$ cat src/rtl/esrt_pkg.sv
package esrt_pkg;

	localparam int ANG_STEPS = 30;
	localparam int CORDIC_LAT = ANG_STEPS + 2;
	localparam int XW = 34;
	localparam int QDEPTH = 16;
	localparam int QAW = $clog2(QDEPTH);
	localparam int QCW = $clog2(QDEPTH + 1);
	localparam logic signed [XW-1:0] CORDIC_GAIN = XW'(652032874);
	localparam logic signed [63:0] HALF_Q30 = 64'sd536870912;
	localparam logic signed [56:0] HALF_Q30_S = 57'sd536870912;
	localparam logic [1:0] LAST_ROW = 2'd3;

	localparam logic [31:0] ATAN_TURN [ANG_STEPS] = '{
		32'h20000000, 32'h12E4051E, 32'h09FB385B, 32'h051111D4, 32'h028B0D43,
		32'h0145D7E1, 32'h00A2F61E, 32'h00517C55, 32'h0028BE53, 32'h00145F2F,
		32'h000A2F98, 32'h000517CC, 32'h00028BE6, 32'h000145F3, 32'h0000A2F9,
		32'h0000517C, 32'h000028BE, 32'h0000145F, 32'h00000A2F, 32'h00000517,
		32'h0000028B, 32'h00000145, 32'h000000A2, 32'h00000051, 32'h00000028,
		32'h00000014, 32'h0000000A, 32'h00000005, 32'h00000002, 32'h00000001
	};

	typedef struct packed {
		logic signed [23:0] scale_x;
		logic signed [23:0] scale_y;
		logic signed [23:0] scale_z;
		logic [15:0] angle_x;
		logic [15:0] angle_y;
		logic [15:0] angle_z;
		logic signed [31:0] pos_x;
		logic signed [31:0] pos_y;
		logic signed [31:0] pos_z;
	} in_t;

	typedef struct packed {
		logic [1:0] row_index;
		logic signed [31:0] col0;
		logic signed [31:0] col1;
		logic signed [31:0] col2;
		logic last_row;
	} out_t;

	typedef struct packed {
		logic signed [23:0] sx;
		logic signed [23:0] sy;
		logic signed [23:0] sz;
		logic [31:0] px;
		logic [31:0] py;
		logic [31:0] pz;
	} side_t;

	typedef logic [3:0][2:0][31:0] mat_t;

	function automatic logic signed [31:0] mul30(input logic signed [31:0] a,
			input logic signed [31:0] b);
		logic signed [63:0] p;
		p = a * b + HALF_Q30;
		return p[61:30];
	endfunction

	function automatic logic [31:0] scale_elem(input logic signed [32:0] r,
			input logic signed [23:0] s);
		logic signed [56:0] p;
		logic signed [26:0] v;
		p = r * s + HALF_Q30_S;
		v = p[56:30];
		return 32'(v);
	endfunction

endpackage

$ cat src/rtl/esrt_back.sv
module esrt_back (
	input logic clk,
	input logic arst_n,
	input logic q_valid,
	input esrt_pkg::mat_t q_data,
	output logic deq,
	output logic empty,
	input logic pop,
	output esrt_pkg::out_t result
);
	import esrt_pkg::*;

	mat_t hold_q;
	logic busy_q;
	logic [1:0] row_q;
	logic done;

	assign done = pop && busy_q && (row_q == LAST_ROW);
	assign deq = q_valid && (!busy_q || done);
	assign empty = !busy_q;

	assign result.row_index = row_q;
	assign result.col0 = hold_q[row_q][0];
	assign result.col1 = hold_q[row_q][1];
	assign result.col2 = hold_q[row_q][2];
	assign result.last_row = (row_q == LAST_ROW);

	always_ff @(posedge clk) begin
		if (deq) hold_q <= q_data;
	end

	always_ff @(posedge clk or negedge arst_n) begin
		if (!arst_n) begin
			busy_q <= 1'b0;
			row_q <= '0;
		end else if (deq) begin
			busy_q <= 1'b1;
			row_q <= '0;
		end else if (done) begin
			busy_q <= 1'b0;
		end else if (pop && busy_q) begin
			row_q <= row_q + 1'b1;
		end
	end

endmodule
$ cat config.mk
export PLATFORM = sky130hd
export DESIGN_NAME = esrt_back
export DESIGN_NICKNAME = d
export VERILOG_FILES = /design/src/rtl/esrt_pkg.sv /design/src/rtl/esrt_back.sv
export SDC_FILE = /design/constraint.sdc
export NUM_CORES = 1
export LEC_CHECK = 0
export ABC_AREA = 1
export BUFFER_PORTS_ARGS = -buffer_cell sky130_fd_sc_hd__buf_2
export CORE_AREA = 4 4 187 189
export DETAILED_ROUTE_END_ITERATION = 12
export DIE_AREA = 0 0 191 193
export HOLD_SLACK_MARGIN = 0.08
export PLACE_DENSITY_LB_ADDON = 0.2
export SLEW_MARGIN = 15
export SYNTH_ARGS = -nofsm -noshare
export SYNTH_HDL_FRONTEND = slang
export SYNTH_SLANG_ARGS = --single-unit
$ cat constraint.sdc
create_clock -name clk -period 15.1 [get_ports clk]
set_input_delay 1.51 -clock clk [delete_from_list [all_inputs] [get_ports clk]]
set_output_delay 1.51 -clock clk [all_outputs]
set_load 0.02 [all_outputs]
-- Word level (Yosys, flattened, before mapping)
Index checks and enable logic that the tools add are counted.
- equal/unequal tests: 2
- $add $sub $neg: 1
- $lt $le $gt $ge: 1
- multiplexer cells: 7
- reductions and logical operators: 8
- operators by type and width (cell ; count):
    $bmux 96 s2 ; 1
    $mux 96 ; 1
    $mux 2 ; 3
    $reduce_bool 2->1 ; 2
    $logic_and 1x1->1 ; 3
    $lt 2x3->1 const B ; 1
    $add 2x1->2 const B ; 1
    $eq 2x2->1 const B ; 1
    $mux 1 ; 2
    $ne 2x2->1 const B ; 1
    $reduce_and 2->1 ; 1
    $logic_not 1->1 ; 1
    $logic_or 1x1->1 ; 1
- register bits: 387
- word-level logic and storage cells: 33
- output and inout port bits: 101

-- Logic depth before layout (Yosys ltp)
Gate-level depths: netlist of the first run.
- word-level depth: 6
- gate-level depth with buffers: 7
- mapped depth without buffers: 6

-- Worst setup path before layout of the first run
Ideal clock, no wire load.
- path kind: input-to-output
- start: input port pop
- end: output port deq
- slack: 3073 ps
- stages: 3
- data required time: 13590 ps
- arrival time: 10517 ps
- path through: nand2_1 o21ai_0 and2_1
- word-level cells in the longest chain between the ends: 4
- RTL lines (item ; line ; text):
    from (decl) ; esrt_back.sv:8 ; input logic pop,
    $logic_and 1x1->1 (2 in a row) ; esrt_back.sv:18 ; assign done = pop && busy_q && (row_q == LAST_ROW);
    $logic_or 1x1->1 ; esrt_back.sv:19 ; assign deq = q_valid && (!busy_q || done);
    $logic_and 1x1->1 ; esrt_back.sv:19 ;
    to (decl) ; esrt_back.sv:6 ; output logic deq,
No other way between the ends.

==> results of run 1 <==
per-layer routing:
layer / wire, µm / global-route usage [%] / vias to the layer above
li1: - / - / 4771
met1: 14200 / 23.4 / 4644
met2: 19200 / 33.5 / 373
met3: 3010 / 5.20 / 82
met4: 1220 / 7.32 / 6
met5: 40 / 0 / -
report_power, final:
part           switching (mW)  leakage [nW]  internal (mW)
sequential             0.0514          3.52           1.32
combinational           0.797          2.94          0.334
clock                   0.388         0.638          0.579
final cells by class:
cell class                      instances  area (µm²)  area share, %
Multi-Input combinational cell        591        2600           14.0
Clock buffer                           54        1140           6.10
Tap cell                              448         561           3.01
Sequential cell                       387       11600           62.3
Antenna cell                           11        27.5          0.148
Inverter                                5        28.8          0.154
Clock inverter                         19         166          0.893
Timing Repair Buffer                  495        2510           13.5
registers in the layout (all words and copies together) (netlist names):
| name | cells |
|---|---|
| hold_q | 384 |
| row_q | 2 |
| busy_q | 1 |
worst max-delay path, stage by stage, from the launching register on:
cell	delay, ns
sky130_fd_sc_hd__dfrtp_4	0.73
sky130_fd_sc_hd__inv_6	0.61
sky130_fd_sc_hd__buf_4	0.75
sky130_fd_sc_hd__o21ai_0	0.14
sky130_fd_sc_hd__o21ai_0	0.32
sky130_fd_sc_hd__buf_2	0.23
placed cells by master (no fill, tap or decap), types with 8 or more instances in the layout:
cell type | netlist | final
sky130_fd_sc_hd__buf_2 | 24 | 488
sky130_fd_sc_hd__o21ai_0 | 148 | 148
sky130_fd_sc_hd__nor2_1 | 288 | 288
sky130_fd_sc_hd__clkbuf_1 | 18 | 9
sky130_fd_sc_hd__clkinv_1 | 0 | 8
sky130_fd_sc_hd__clkbuf_16 | 0 | 43
sky130_fd_sc_hd__o21ai_1 | 141 | 141
sky130_fd_sc_hd__edfxtp_1 | 384 | 384
sky130_fd_sc_hd__diode_2 | 0 | 11
sky130_fd_sc_hd__nand2_1 | 9 | 9
per-stage QoR:
step | total power, mW | instances | worst slack (ns) | hold slack, ns | util, %
2_1_floorplan | 2.23 | 1047 | 3.07 | 0.569 | -
3_3_place_gp | 2.53 | 1926 | 10.33 | 0.598 | 52.0
3_5_place_dp | 2.54 | 1926 | 10.33 | 0.610 | 52.0
4_1_cts | 3.52 | 1999 | 10.08 | 0.616 | 55.9
5_1_grt | 3.68 | 2008 | 9.90 | 0.652 | 56.0
6_report | 3.47 | 2010 | 10.23 | 0.614 | 56.0
Yosys cell counts:
cell type / count / area share, %
sky130_fd_sc_hd__nand2_1: 9 / 0.23
sky130_fd_sc_hd__nor2_1: 288 / 7.4
sky130_fd_sc_hd__buf_4: 11 / 0.56
sky130_fd_sc_hd__and2_1: 1 / 0.043
sky130_fd_sc_hd__dfrtp_1: 3 / 0.51
sky130_fd_sc_hd__inv_1: 3 / 0.077
sky130_fd_sc_hd__nand4_1: 3 / 0.13
sky130_fd_sc_hd__clkbuf_1: 18 / 0.46
sky130_fd_sc_hd__buf_2: 24 / 0.82
sky130_fd_sc_hd__ha_1: 1 / 0.086
sky130_fd_sc_hd__o21ai_0: 148 / 5.1
sky130_fd_sc_hd__buf_8: 1 / 0.10
sky130_fd_sc_hd__edfxtp_1: 384 / 79
sky130_fd_sc_hd__clkbuf_2: 1 / 0.034
sky130_fd_sc_hd__buf_6: 9 / 0.69
sky130_fd_sc_hd__inv_2: 1 / 0.026
sky130_fd_sc_hd__inv_4: 1 / 0.043
sky130_fd_sc_hd__o21ai_1: 141 / 4.8
worst max-delay path by stage:
stage / startpoint / end / depth (start not counted)
after floorplan: pop / deq / 3
after global placement: pop / hold_q[149] / 6
after detailed placement: pop / hold_q[149] / 6
after CTS: row_q[0] / result[82] / 5
after global routing: row_q[0] / result[79] / 5
final: row_q[0] / result[73] / 5
kinds of logic after synthesis:
| kind of cell | count (synthesis) | synth area share, % |
|---|---|---|
| AND/OR/NAND/NOR | 301 | 7.80 |
| AO/OA/AOI/OAI | 289 | 9.89 |
| buffers and inverters | 69 | 2.82 |
| adder cells (fa/ha/maj) | 1 | 0.0856 |
| flip-flops | 387 | 79.4 |
==> flow_metrics.env, run 1 <==
export IMPL_result_of_the_run="finished, final reports clean"
export IMPL_cts_root_buf="sky130_fd_sc_hd__clkbuf_16"
export IMPL_dr_first_iter_drc_count=566
export IMPL_drt_drc_violations_left=0
export IMPL_finalWirelength_um=37700
export IMPL_reg2reg_from="row_q[0]"
export IMPL_post_route_period_util_pct=32.2
export IMPL_cts_htree_levels=2
export IMPL_syn_area_mm2=0.0146
export IMPL_placementRows=67
export IMPL_drv_max_cap_violation_count=0
export IMPL_finalInstanceArea_mm2=0.0186
export IMPL_postCtsHoldBufs=0
export IMPL_die_x_um=191
export IMPL_p_leak_nw=7.10
export IMPL_clk_latency_ns=0.52
export IMPL_synth_warning_count=0
export IMPL_hp_class="reg2reg"
export IMPL_routed_wire_length_per_instance_um=18.7
export IMPL_max_freq_mhz=205
export IMPL_ctsResizeCount=0
export IMPL_grt_usage_pct=19.4
export IMPL_hold_path_endpoint="row_q[0]"
export IMPL_cts_buffers_inserted=41
export IMPL_timing_worst_setup_path_type="reg2out"
export IMPL_clock_tree_buffer_depth=3
export IMPL_start_kind="flip-flop"
export IMPL_drt_pass1_iterations=5
export IMPL_post_dp_cell_area_mm2=0.0173
export IMPL_skew_ns=0.0107
export IMPL_tritoncts="done"
export IMPL_worst_ep_required_time_ns=13.59
export IMPL_area_growth_synth_to_final_pct=27.5
export IMPL_number_of_cells_traversed_by_the_worst_hold_path=2
export IMPL_irDropWorstVdd_mv=0.157
export IMPL_timing_reg2reg_setup_slack_ns=10.82
export IMPL_power_density_cell_area_mw_per_mm2=186
export IMPL_grt_pass1_wl_um=54900
export IMPL_rsz0062_at_grt="no"
export IMPL_dieArea_mm2=0.0369
export IMPL_dr_total_vias=9876
export IMPL_syn_nets=1436
export IMPL_clkTransAtPathRegs_ns=0.06
export IMPL_remaining_max_slew_budget_at_the_tightest_pin_pct=26.3
export IMPL_globalRoute_totalOverflow=0
export IMPL_place_congestion=0.823
export IMPL_report_final_setup_viol=0
export IMPL_final_setup_tns_ns=0
export IMPL_initial_core_util_pct=43.9
export IMPL_num_nets_final=1910
export IMPL_cts_num_sinks=387
export IMPL_crit_reg2reg_capture="hold_q[149]"
export IMPL_worst_slew_pin_slew_ns=1.11
export IMPL_timing_critical_path_to_type="primary output"
export IMPL_slew_viol_final=0
export IMPL_largest_net_degree_at_the_start_of_global_routing=182
export IMPL_hold_path_startpoint="busy_q"
export IMPL_grt_antenna_before_repair=13
export IMPL_placement_io_buffers=488
export IMPL_num_fill_cells=2840
export IMPL_chipHeight_um=193
export IMPL_avg_cell_area_syn_um2=14.0
export IMPL_via_to_cell_ratio=4.91
export IMPL_ys_types=18
export IMPL_postSynthCellCount=1047
export IMPL_vias_in_the_first_global_route=9827
export IMPL_synth_seq_cells=387
export IMPL_rr_worst_depth=6
export IMPL_ioPinCount=489
export IMPL_post_route_cells_drive_above_1_share_pct=35.8
export IMPL_fin_crit_ns=4.87
export IMPL_yosysSeqAreaShare_pct=79.4
export IMPL_placeableCoreArea_mm2=0.0333
export IMPL_ant_nets=0
export IMPL_hold_viol_final=0
export IMPL_hpwl_after_dpl_um=25700
export IMPL_postCtsSetupBuffers=0
export IMPL_worstPathMaxFanout=113
export IMPL_critPathArrivalTime_ns=3.36
No activity file was read; power rests on OpenSTA's default activity.
==> run 2, diff against run 1 <==
ABC_AREA = 0   (was 1)
CORE_AREA = 4 4 188 190   (was 4 4 187 189)
DIE_AREA = 0 0 192 194   (was 0 0 191 193)
clock period = 4.7 ns   (was 15.1 ns; I/O delays follow)
==> run 2 against run 1 <==
  * Synthesized area shrank 4.2%
  * Register-to-register slack lost 8.8 ns
  * Power rose to 3.0 times the previous value
  * Critical path depth down 2
  * Count of clock-buffer cells in the layout is 2 lower
  * Sequential share of layout area fell by 7.1 points
  * Sequential cell count stayed put
  * Global-route usage increased by 0.74 points
  * Worst setup slack worse by 8.8 ns
  * Highest routed layer is now met4
==> flow_metrics.env, run 2 <==
export IMPL_start_kind="flip-flop"
export IMPL_critPathSlowestCell="sky130_fd_sc_hd__dfrtp_4"
export IMPL_irDropWorstVdd_mv=0.399
export IMPL_post_dp_cell_area_mm2=0.0170
export IMPL_worst_ep_required_time_ns=4.23
export IMPL_post_synth_top_area_fraction_pct=82.3
export IMPL_holdWs_ns=0.112
export IMPL_dominant_combinational_cell_family_by_area_after_synthesis="multiplexers"
export IMPL_avg_cell_area_syn_um2=27.0
export IMPL_globalRoute_totalOverflow=0
export IMPL_postCtsSetupBuffers=0
export IMPL_post_synth_top_area_cell="sky130_fd_sc_hd__edfxtp_1"
export IMPL_final_setup_tns_ns=0
export IMPL_placeableCoreArea_mm2=0.0334
export IMPL_cts_num_sinks=387
export IMPL_post_route_period_util_pct=70.3
export IMPL_postSynthCellCount=519
export IMPL_ctsResizeCount=0
export IMPL_postCtsHoldBufs=279
export IMPL_synth_compound_area_share_pct=0.295
export IMPL_fin_crit_ns=3.30
export IMPL_clock_tree_buffer_depth=3
export IMPL_syn_nets=908
export IMPL_vias_in_the_first_global_route=9873
export IMPL_cts_buffers_inserted=42
export IMPL_timing_critical_path_to_type="primary output"
export IMPL_p_leak_nw=7.89
export IMPL_max_freq_mhz=303
export IMPL_num_nets_final=1706
export IMPL_ys_types=17
export IMPL_ioPinCount=489
export IMPL_dr_first_iter_drc_count=473
export IMPL_dieArea_mm2=0.0372
export IMPL_place_congestion=0.805
export IMPL_synth_flop_cell="sky130_fd_sc_hd__edfxtp_1"
export IMPL_area_growth_synth_to_final_pct=50.3
export IMPL_hpwl_after_dpl_um=24500
export IMPL_yosysSeqAreaShare_pct=82.9
export IMPL_cts_htree_levels=2
export IMPL_clk_latency_ns=0.54
export IMPL_mostFrequentLayoutCell="sky130_fd_sc_hd__buf_2"
export IMPL_yosys_top_cells_area="sky130_fd_sc_hd__edfxtp_1 82%, sky130_fd_sc_hd__mux4_2 15%, sky130_fd_sc_hd__dfrtp_1 0.54%"
export IMPL_synthArstFlopShare_pct=0.775
export IMPL_hold_viol_final=0
export IMPL_placement_setup_worst_slack_ns=1.87
export IMPL_post_route_cells_drive_above_1_share_pct=48.6
export IMPL_largest_regs="hold_q (384), row_q (2), busy_q (1)"
export IMPL_drt_drc_violations_left=0
export IMPL_drt_pass1_iterations=5
export IMPL_yosys_cell_count_top_type="sky130_fd_sc_hd__edfxtp_1"
export IMPL_routed_wire_length_per_instance_um=21.0
export IMPL_ant_nets=0
export IMPL_syn_area_mm2=0.0140
export IMPL_post_layout_total_power_mw=10.5
export IMPL_critPathArrivalTime_ns=2.83
export IMPL_largest_net_degree_at_the_start_of_global_routing=142
export IMPL_crit_path_cell_trace="buf_4, mux4_2, buf_2"
export IMPL_drv_max_cap_violation_count=0
export IMPL_slew_viol_final=0
export IMPL_clkTransAtPathRegs_ns=0.06
export IMPL_count_of_flip_flops_with_a_built_in_enable_after_synthesis=384
export IMPL_worst_slew_pin_slew_ns=0.887
export IMPL_synth_warning_count=0
export IMPL_timing_reg2reg_setup_slack_ns=2.00
export IMPL_power_density_cell_area_mw_per_mm2=499
export IMPL_timing_worst_setup_path_type="reg2out"
export IMPL_timing_final_ws_setup_ns=1.40
export IMPL_dr_total_vias=8725
export IMPL_initial_core_util_pct=41.9
export IMPL_crit_path_max_incr_delay_ns=1.00
export IMPL_finalWirelength_um=37800
export IMPL_tritoncts="done"
export IMPL_finalInstanceArea_mm2=0.0211
export IMPL_hp_class="in2reg"
export IMPL_grt_pass1_wl_um=56400
export IMPL_max_flop_register="hold_q"
export IMPL_rr_worst_depth=5
export IMPL_rsz0062_at_grt="no"
export IMPL_post_synth_mux_area_share_pct=15.4
export IMPL_via_to_cell_ratio=4.84
export IMPL_result_of_the_run="finished, final reports clean"
export IMPL_cts_root_buf="sky130_fd_sc_hd__clkbuf_16"
export IMPL_report_final_setup_viol=0
export IMPL_post_synth_fa_ha_maj_area_fraction_pct=0.0893
export IMPL_synthSimpleGateAreaFrac_pct=0.188
export IMPL_largest_register_ff_count=384
export IMPL_synthXorXnorAreaFrac_pct=0
export IMPL_chipHeight_um=194
export IMPL_layout_cells_most_common_list="488 x sky130_fd_sc_hd__buf_2, 384 x sky130_fd_sc_hd__edfxtp_1, 279 x sky130_fd_sc_hd__dlygate4sd3_1"
export IMPL_placement_io_buffers=488
export IMPL_die_x_um=192
export IMPL_synth_seq_cells=387
export IMPL_grt_usage_pct=20.1
export IMPL_worstPathMaxFanout=57
export IMPL_yosys_top_cells_count="384 x sky130_fd_sc_hd__edfxtp_1, 96 x sky130_fd_sc_hd__mux4_2, 8 x sky130_fd_sc_hd__buf_2, 6 x sky130_fd_sc_hd__buf_4, 5 x sky130_fd_sc_hd__clkbuf_1"
export IMPL_number_of_cells_traversed_by_the_worst_hold_path=1
export IMPL_placementRows=67
export IMPL_grt_antenna_before_repair=13
export IMPL_remaining_max_slew_budget_at_the_tightest_pin_pct=40.9
export IMPL_skew_ns=0.0216
-- run 2: cell types whose count changed in the layout (fill, tap and decap cells not counted), moves of 3 or more --
| cell | previous run | this run |
|---|---|---|
| sky130_fd_sc_hd__buf_12 | 1 | 4 |
| sky130_fd_sc_hd__nand2_1 | 9 | 0 |
| sky130_fd_sc_hd__mux4_2 | 0 | 96 |
| sky130_fd_sc_hd__o21ai_1 | 141 | 0 |
| sky130_fd_sc_hd__nand4_1 | 3 | 0 |
| sky130_fd_sc_hd__nor2_1 | 288 | 0 |
| sky130_fd_sc_hd__dlygate4sd3_1 | 0 | 279 |
| sky130_fd_sc_hd__o21ai_0 | 148 | 0 |
-- run 2: cell type report --
type	instances	area (µm²)
Clock buffer	52	1110
Multi-Input combinational cell	107	2270
Timing Repair Buffer	776	5350
Sequential cell	387	11600
Inverter	3	11.3
Antenna cell	13	32.5
Tap cell	448	561
Clock inverter	16	103
Fill cell	2297	12400
-- run 2: report_power, final --
part,total (mW),internal (mW),switching [mW]
combinational,3.01,1.41,1.60
sequential,4.54,4.26,0.284
clock,2.96,1.71,1.25
total,10.5,7.38,3.13
-- run 2: per-layer routing --
layer,global-route usage (%),routed length (µm),share of wire (%),up-vias
met3,5.65,3190,8.5,92
met4,9.17,1500,4.0,0
li1,-,-,-,3870
met1,22.5,13000,34,4362
met5,0,0,0,-
met2,35.5,20100,53,401
-- run 2: worst max-delay path, delay by kind of cell, from the launching register on --
family,cells,cell delay [ns]
flops,1,1.00
buf+inv,2,0.85
mux,1,0.43
-- run 2: logic make-up (layout without fill, tap and decap cells) --
group | Yosys count | count (layout)
fa+ha+maj | 1 | 1
compound gates | 6 | 6
mux | 96 | 96
simple gates | 4 | 4
flops | 387 | 387
buf+inv | 25 | 847
other cells | 0 | 13
-- run 2: worst paths after layout --
| kind | endpoint | start |
|---|---|---|
| max | result[34] | row_q[1] |
| min | hold_q[144] | q_data[144] |
| max reg2reg | hold_q[166] | row_q[1] |
| min reg2reg | row_q[1] | busy_q |
| max in group asynchronous | row_q[0] | arst_n |
| min in group asynchronous | busy_q | arst_n |
-- run 2: through the flow --
step                      cells  util (%)
after global routing       1802      63.0
after detailed placement   1442      50.9
after floorplan             519         -
after CTS                  1789      62.9
after global placement     1442      50.9
final                      1802      63.0
==> run 3, diff against run 2 <==
ABC_AREA = 1   (was 0)
CORE_AREA = not set   (was 4 4 188 190)
CORE_MARGIN = 4   (was not set)
CORE_UTILIZATION = 45   (was not set)
DIE_AREA = not set   (was 0 0 192 194)
clock period = 2.66 ns   (was 4.7 ns; I/O delays follow)
==> run 3 against run 2 <==
  * Register-to-register slack lost 1.3 ns
  * Sequential share of layout area down 4.4 points
  * Combinational power grew to 2.6 times the previous value
  * Non-clock buffer count rose by 134
  * Core utilization up 9.0 points
  * First-iteration DRC count increased by 52%
  * Critical endpoint is now result[19]
==> flow_metrics.env, run 3 (synthesized netlist as in run 1, its figures left out) <==
export IMPL_ant_nets=0
export IMPL_skew_ns=0.0168
export IMPL_final_setup_tns_ns=0
export IMPL_routed_wire_length_per_instance_um=20.1
export IMPL_drv_max_cap_violation_count=0
export IMPL_via_to_cell_ratio=5.09
export IMPL_start_kind="flip-flop"
export IMPL_clock_tree_buffer_depth=3
export IMPL_worstPathMaxFanout=46
export IMPL_crit_path_frequent_cell="sky130_fd_sc_hd__nor2_1"
export IMPL_die_x_um=188
export IMPL_irDropWorstVdd_mv=0.762
export IMPL_placeableCoreArea_mm2=0.0318
export IMPL_finalWirelength_um=48700
export IMPL_post_layout_total_power_mw=21.0
export IMPL_worst_slew_pin_slew_ns=0.566
export IMPL_crit_path_max_incr_delay_ns=0.51
export IMPL_cts_buffers_inserted=41
export IMPL_drt_drc_violations_left=0
export IMPL_slew_viol_final=0
export IMPL_largest_net_degree_at_the_start_of_global_routing=82
export IMPL_hp_class="in2reg"
export IMPL_dr_first_iter_drc_count=719
export IMPL_dr_total_vias=12300
export IMPL_largest_regs="hold_q (384), row_q (2), busy_q (1)"
export IMPL_num_nets_final=2325
export IMPL_postCtsSetupBuffers=0
export IMPL_timing_worst_setup_path_type="reg2out"
export IMPL_hold_viol_final=0
export IMPL_cts_htree_levels=2
export IMPL_ioPinCount=489
export IMPL_post_route_period_util_pct=94.9
export IMPL_timing_critical_path_to_type="primary output"
export IMPL_worst_ep_required_time_ns=2.39
export IMPL_clk_latency_ns=0.52
export IMPL_rsz0062_at_grt="no"
export IMPL_initial_core_util_pct=46.0
export IMPL_cts_num_sinks=387
export IMPL_grt_usage_pct=26.3
export IMPL_max_flop_register="hold_q"
export IMPL_clkTransAtPathRegs_ns=0.06
export IMPL_placement_io_buffers=488
export IMPL_report_final_setup_viol=0
export IMPL_chipHeight_um=188
export IMPL_layout_cells_most_common_list="488 x sky130_fd_sc_hd__buf_2, 388 x sky130_fd_sc_hd__dlygate4sd3_1, 384 x sky130_fd_sc_hd__edfxtp_1"
export IMPL_hpwl_after_dpl_um=27700
export IMPL_grt_pass1_wl_um=72900
export IMPL_power_density_cell_area_mw_per_mm2=916
export IMPL_max_freq_mhz=396
export IMPL_cts_root_buf="sky130_fd_sc_hd__clkbuf_16"
export IMPL_crit_path_cell_trace="buf_4, nor2_1, nor2_1, o21ai_0, o21ai_1, buf_2"
export IMPL_result_of_the_run="finished, final reports clean"
export IMPL_vias_in_the_first_global_route=13300
export IMPL_grt_antenna_before_repair=14
export IMPL_globalRoute_totalOverflow=0
export IMPL_largest_register_ff_count=384
export IMPL_remaining_max_slew_budget_at_the_tightest_pin_pct=62.3
export IMPL_area_growth_synth_to_final_pct=56.6
export IMPL_placementRows=65
export IMPL_critPathSlowestCell="sky130_fd_sc_hd__dfrtp_4"
export IMPL_drt_pass1_iterations=5
export IMPL_fin_crit_ns=2.52
export IMPL_tritoncts="done"
export IMPL_dieArea_mm2=0.0354
export IMPL_post_route_cells_drive_above_1_share_pct=29.9
export IMPL_mostFrequentLayoutCell="sky130_fd_sc_hd__buf_2"
export IMPL_critPathArrivalTime_ns=2.26
export IMPL_p_leak_nw=8.89
export IMPL_place_congestion=0.842
run 3: cell count changes in the layout (fill, tap and decap cells not counted), moves of 3 or more:
cell	change
sky130_fd_sc_hd__buf_12	+12
sky130_fd_sc_hd__buf_4	+13
sky130_fd_sc_hd__diode_2	+5
sky130_fd_sc_hd__dlygate4sd3_1	+109
sky130_fd_sc_hd__mux4_2	-96
sky130_fd_sc_hd__nand2_1	+9
sky130_fd_sc_hd__nand4_1	+3
sky130_fd_sc_hd__nor2_1	+288
sky130_fd_sc_hd__o21ai_0	+147
sky130_fd_sc_hd__o21ai_1	+141
run 3: per-stage QoR:
| step | hold slack (ns) | setup WS, ns | area (µm²) | util (%) | instances |
|---|---|---|---|---|---|
| 6_report | 0.445 | 0.136 | 22900 | 72.0 | 2418 |
| 3_3_place_gp | 0.100 | 0.692 | 17700 | 55.7 | 1940 |
| 2_1_floorplan | -0.0296 | -1.35 | 14600 | - | 1047 |
| 4_1_cts | 0.419 | 0.117 | 22800 | 71.8 | 2400 |
| 5_1_grt | 0.430 | 0.0250 | 22900 | 71.9 | 2414 |
| 3_5_place_dp | 0.101 | 0.668 | 17700 | 55.7 | 1940 |
run 3: what timing repair did:
item                                    in CTS  in global routing
resized for setup                            0                  2
endpoints found under the setup margin       0                  5
hold endpoints to repair                   390                  0
hold buffers                               388                  0
run 3: path summary, 6_finish.rpt:
check                           from          end  slack (ns)  depth (start not counted)
max                         row_q[0]   result[19]        0.14                          6
min in group asynchronous     arst_n       busy_q        0.67                          3
max reg2reg                 row_q[0]  hold_q[149]        0.66                          6
min                        q_data[5]    hold_q[5]        0.44                          2
max in group asynchronous     arst_n     row_q[0]        1.78                          3
min reg2reg                   busy_q       busy_q        0.61                          2
run 3: layout make-up:
| type | count | area (µm²) |
|---|---|---|
| well taps | 435 | 544 |
| fillers | 1936 | 8910 |
| repair buffers | 910 | 6780 |
| diodes | 18 | 45.0 |
| clock inverters | 24 | 201 |
| inverters | 5 | 33.8 |
| flip-flops and latches | 387 | 11600 |
| clock buffers | 48 | 1050 |
| multi-input cells | 591 | 2620 |
run 3: per-layer routing:
| layer | track usage, % | up-vias | part of all wire [%] |
|---|---|---|---|
| li1 | - | 5610 | - |
| met1 | 29.5 | 5890 | 35 |
| met2 | 47.1 | 653 | 52 |
| met3 | 5.45 | 160 | 7.2 |
| met4 | 14.0 | 0 | 5.4 |
| met5 | 0 | - | 0 |
run 3: worst max-delay path, delay by kind of cell, from the launching register on:
family	cells	cell delay, ns
flops	1	0.51
buf+inv	2	0.67
compound gates	2	0.31
simple gates	2	0.23
run 3: report_power, final:
group / switching (mW) / internal, mW / leakage, nW
clock network: 2.31 / 3.12 / 0.613
registers: 0.218 / 7.51 / 3.52
logic: 5.16 / 2.65 / 4.76
